**src/hw/rtl/vpi_pkg.sv**
```systemverilog
// Shared types, constants and helpers of the Verlet point integrator.
package vpi_pkg;

  localparam int REST_FRAMES_DEF = 10;

  localparam int IN_TDATA_W  = 120;
  localparam int OUT_TDATA_W = 104;
  localparam int CFG_IDX_W   = 3;

  localparam logic signed [32:0] GRAVITY_Q16 = -33'sd642908;
  localparam logic [15:0]        DRAG_RESET  = 16'd32768;
  localparam logic [31:0]        THR_RESET   = 32'd4295;

  typedef enum logic [1:0] {
    CMD_TICK     = 2'd0,
    CMD_DISPLACE = 2'd1,
    CMD_SET_REST = 2'd2
  } cmd_t;

  typedef enum logic [CFG_IDX_W-1:0] {
    CFG_ACCEL_X   = 3'd0,
    CFG_ACCEL_Y   = 3'd1,
    CFG_ACCEL_Z   = 3'd2,
    CFG_DRAG      = 3'd3,
    CFG_GRAVITY   = 3'd4,
    CFG_REST_THR  = 3'd5
  } cfg_idx_t;

  typedef struct packed {
    logic load;
    logic commit;
  } ctrl_cmd_t;

  typedef struct packed {
    logic tick_run;
  } dp_status_t;

  function automatic logic signed [31:0] sat32(input logic signed [36:0] v);
    logic signed [31:0] r;
    if (v > 37'sd2147483647) begin
      r = 32'sh7FFF_FFFF;
    end else if (v < -37'sd2147483648) begin
      r = 32'sh8000_0000;
    end else begin
      r = v[31:0];
    end
    return r;
  endfunction

endpackage

```
**src/hw/rtl/vpi_ctrl.sv**
```systemverilog
// Controller: sequences one transaction through the lanes and owns output valid.
module vpi_ctrl
  import vpi_pkg::*;
(
  input  logic       clk,
  input  logic       rst,
  input  logic       s_tvalid,
  output logic       s_tready,
  output logic       m_tvalid,
  input  logic       m_tready,
  input  dp_status_t status,
  output ctrl_cmd_t  cmd
);

  typedef enum logic [6:0] {
    ST_IDLE   = 7'b0000001,
    ST_MUL1   = 7'b0000010,
    ST_MUL2   = 7'b0000100,
    ST_MUL3   = 7'b0001000,
    ST_SUM    = 7'b0010000,
    ST_SQ     = 7'b0100000,
    ST_COMMIT = 7'b1000000
  } state_t;

  state_t state, state_next;
  logic   m_tvalid_next;
  logic   slot_free;

  assign s_tready   = (state == ST_IDLE);
  assign slot_free  = !m_tvalid || m_tready;
  assign cmd.load   = s_tvalid && s_tready;
  assign cmd.commit = (state == ST_COMMIT) && slot_free;

  always_comb begin
    state_next    = state;
    m_tvalid_next = m_tvalid && !m_tready;
    case (state)
      ST_IDLE: begin
        if (s_tvalid) begin
          state_next = status.tick_run ? ST_MUL1 : ST_COMMIT;
        end
      end
      ST_MUL1: state_next = ST_MUL2;
      ST_MUL2: state_next = ST_MUL3;
      ST_MUL3: state_next = ST_SUM;
      ST_SUM:  state_next = ST_SQ;
      ST_SQ:   state_next = ST_COMMIT;
      ST_COMMIT: begin
        if (slot_free) begin
          m_tvalid_next = 1'b1;
          state_next    = ST_IDLE;
        end
      end
      default: state_next = ST_IDLE;
    endcase
  end

  always_ff @(posedge clk) begin
    if (rst) begin
      state    <= ST_IDLE;
      m_tvalid <= 1'b0;
    end else begin
      state    <= state_next;
      m_tvalid <= m_tvalid_next;
    end
  end

endmodule

```
**config.mk**
```make
export PLATFORM = sky130hd
export DESIGN_NAME = vpi_ctrl
export DESIGN_NICKNAME = d
export VERILOG_FILES = /design/src/hw/rtl/vpi_pkg.sv /design/src/hw/rtl/vpi_ctrl.sv
export SDC_FILE = /design/constraint.sdc
export NUM_CORES = 1
export LEC_CHECK = 0
export CORE_AREA = 2 2 39 41
export CTS_CLUSTER_SIZE = 20
export DETAILED_ROUTE_END_ITERATION = 7
export DIE_AREA = 0 0 41 43
export DONT_BUFFER_PORTS = 1
export PLACE_DENSITY = 0.53
export SYNTH_ARGS = -nofsm -noshare
export SYNTH_HDL_FRONTEND = slang
export SYNTH_SLANG_ARGS = --single-unit
```
**constraint.sdc**
```tcl
create_clock -name clk -period 3 [get_ports clk]
set_input_delay 0.15 -clock clk [delete_from_list [all_inputs] [get_ports clk]]
set_output_delay 0.15 -clock clk [all_outputs]
set_load 0.01 [all_outputs]
```
==> metrics.txt <==
CP Data Required Time=2850 ps; top fanout value on the critical path=6; setup bufs post-CTS=0; Diodes inserted=0; count of antenna-violating nets left after detailed routing=0; post-detailed-routing wire length=approximately 780 microns; Final Skew=~1.2 ps; I/O pin cnt=9; capturing element type of the critical path=output pin; netlist area before placement=400 sq um; clock edge transition at the registers on the reported setup and hold paths=60 ps; first-pass GRT wire length=1300 microns; synth warn=0; number of global-route vias before repair=333; longest individual stage delay on the worst path=approximately 370 ps; Initial Util=slightly below 30%; layer with the highest usage after global routing=met2; met2 usage in global routing=15.6%; area share of the largest cell type after synthesis=40.0%; share of layout cells above drive strength 1=between 15 and 20%; number of buffers created by CTS=3; Routed WL per cell=~12 microns; clock sink count=8; dpl hpwl=561 microns; P_sw=between 60 and 70 uW; clock tree buffer depth=2; utilization of the core after routing=between 30% and 40%; remaining global-route overflow=0; clock tree from TritonCTS=yes; gate count after technology mapping=44; flop and latch count out of synthesis=8; vias=roughly 340; share of the yosys chip area belonging to registers=40.0%; total power divided by cell area=537 nW/um^2; ordered list of cells on the worst path=nor4_2 > nand3_1 > inv_1 > and2_2; die height=43 microns; Yosys top cell by area=dfxtp_1; headroom to the max-slew limit=roughly four fifths; clk root buf=clkbuf_4; Internal Pwr Total=approximately 180 uW; sum of negative setup slack=0 ps; combinational cell fraction of total power=between 10% and 20%; setup repair after global routing missed its margin=false; Tightest Hold Check Type=input pin to flop; pin count of the biggest net entering global routing=8; dominant register cell in the synthesized netlist=dfxtp_1; antenna violations before repair=0; clock latency on the worst-skew pair=between 200 and 300 ps; slowest CP cell=dfxtp_1; met1 Use GR=13.6%; Final setup viols=0; hold-fix buffer count after cts=1; number of core rows=14; final period utilization=between 50% and 60%; syn nets=49; startpoint type of the worst setup path=flop; global routing usage summed across all routing layers=a little under an eighth; number of hold-slack violations in the final timing report=0; crit path DAT=approximately 1500 ps; H-tree depth=1; transition time of the tightest slew-check pin=slightly above 300 ps; Async SR Flop Fraction=0%; routability congestion estimate=approximately 0.75; result of the run=complete, no violations; P&R area growth vs syn=13.1%; largest cells by area after synthesis=dfxtp_1 (40%), nor3b_1 (5.6%), nor3_1 (3.8%), o21ai_0 (3.8%), a2111oi_2 (3.8%); CTS-repair resized insts=0; Max Slew Vio Count=0; clock period minus final worst setup slack=1620 ps; count of max-cap constraint violations=0; leakage dissipation=~0.00016 uW; core area=between 1000 and 1500 sq um; Seq pwr share=48.9%; Switching Share=27.9%; WS Path Type=flop to output pin; 1st-iter DRT viols=3; post-synth cell types=23; average via count per standard cell=~5.2; PortBufs=0; synthesized area per cell=roughly 9.1 sq um; Die X-Extent=just over 40 microns; die area=between 1500 and 2000 sq um; Peak Freq=616 MHz; met3 capacity usage during global routing=under 10%; Post-layout nets=55; maximum VDD drop=approximately 0.24 mV; length of the first detailed-routing pass in iterations=4; detailed-route DRC error count=0; power share of the clock group=between 30% and 40%; number of enable flip-flop cells after synthesis=0
[through the flow]
| step | setup slack [ps] | cells | area [sq um] | total power, uW | hold WS, ps |
|---|---|---|---|---|---|
| global placement | 1570 | 60 | 420 | 158 | 224 |
| CTS | 1370 | 64 | 453 | 243 | 32.0 |
| floorplan | 1710 | 44 | 400 | 152 | 219 |
| finish | 1380 | 64 | 453 | 243 | 28.1 |
| global route | 1250 | 64 | 453 | 258 | 38.0 |
| detailed placement | 1580 | 60 | 420 | 158 | 223 |
[state kept, by name, summed over array words and instances, names as in the netlist]
| register | count |
|---|---|
| m_tvalid | 1 |
| state | 7 |
[cell type report]
cell class / instances / area, sq um
fillers: 151 / 931
multi-input cells: 33 / 229
flip-flops and latches: 8 / 160
clock buffers: 3 / 22.5
well taps: 16 / 20.0
inverters: 3 / 11.3
repair buffers: 1 / 10.0
[Yosys cell counts, types with 2 or more instances]
library cell,count
nor2b_1,2
nor3_1,3
nand2_1,3
o21ai_0,3
inv_1,3
dfxtp_1,8
nor3b_1,3
nor2_1,3
o211ai_1,2
[critical path: cells and delay by family (launching register included)]
kind,cells,cell delay (ps)
flip-flops,1,370
AND/OR/NAND/NOR,3,700
buffers and inverters,1,140
[power groups by stage]
| stage | clock, uW | combinational, uW | sequential (uW) |
|---|---|---|---|
| floorplan | 0 | 32.5 | 120 |
| global placement | 0 | 37.0 | 121 |
| detailed placement | 0 | 37.1 | 121 |
| CTS | 85.8 | 38.3 | 119 |
| global route | 95.5 | 42.6 | 120 |
| finish | 86.6 | 37.8 | 119 |
[final timing paths]
| check | cells after the start | endpoint | from | slack (ps) |
|---|---|---|---|---|
| max | 4 | cmd[1] | state[3]$_SDFFE_PP0P_ | 1380 |
| min | 2 | state[0]$_SDFFE_PP1P_ | rst | 30 |
| max reg2reg | 5 | state[1]$_SDFFE_PP0P_ | state[3]$_SDFFE_PP0P_ | 1590 |
| min reg2reg | 1 | state[2]$_SDFFE_PP0P_ | state[2]$_SDFFE_PP0P_ | 530 |
[logic make-up (layout without fill, tap and decap cells)]
group,Yosys count,after routing,synth area share (%)
XOR/XNOR,1,1,2.19
flip-flops,8,8,40.0
AND/OR/NAND/NOR,23,23,37.8
buffers and inverters,3,7,2.81
AO/OA/AOI/OAI,9,9,17.2
[cells in the final DEF (no fill, tap or decap), types with 2 or more instances in the layout]
master    netlist  routed
nor3b_1         3       3
nand2_1         3       3
nor2b_1         2       2
nor2_1          3       3
nor3_1          3       3
o211ai_1        2       2
dfxtp_1         8       8
clkbuf_4        0       3
o21ai_0         3       3
inv_1           3       3
[routing by layer]
metal,up-vias,share of wire (%)
met5,-,0
met4,0,3.8
met3,4,2.7
met2,11,47
met1,150,46
li1,170,-
Power figures use the tool's default switching activity.
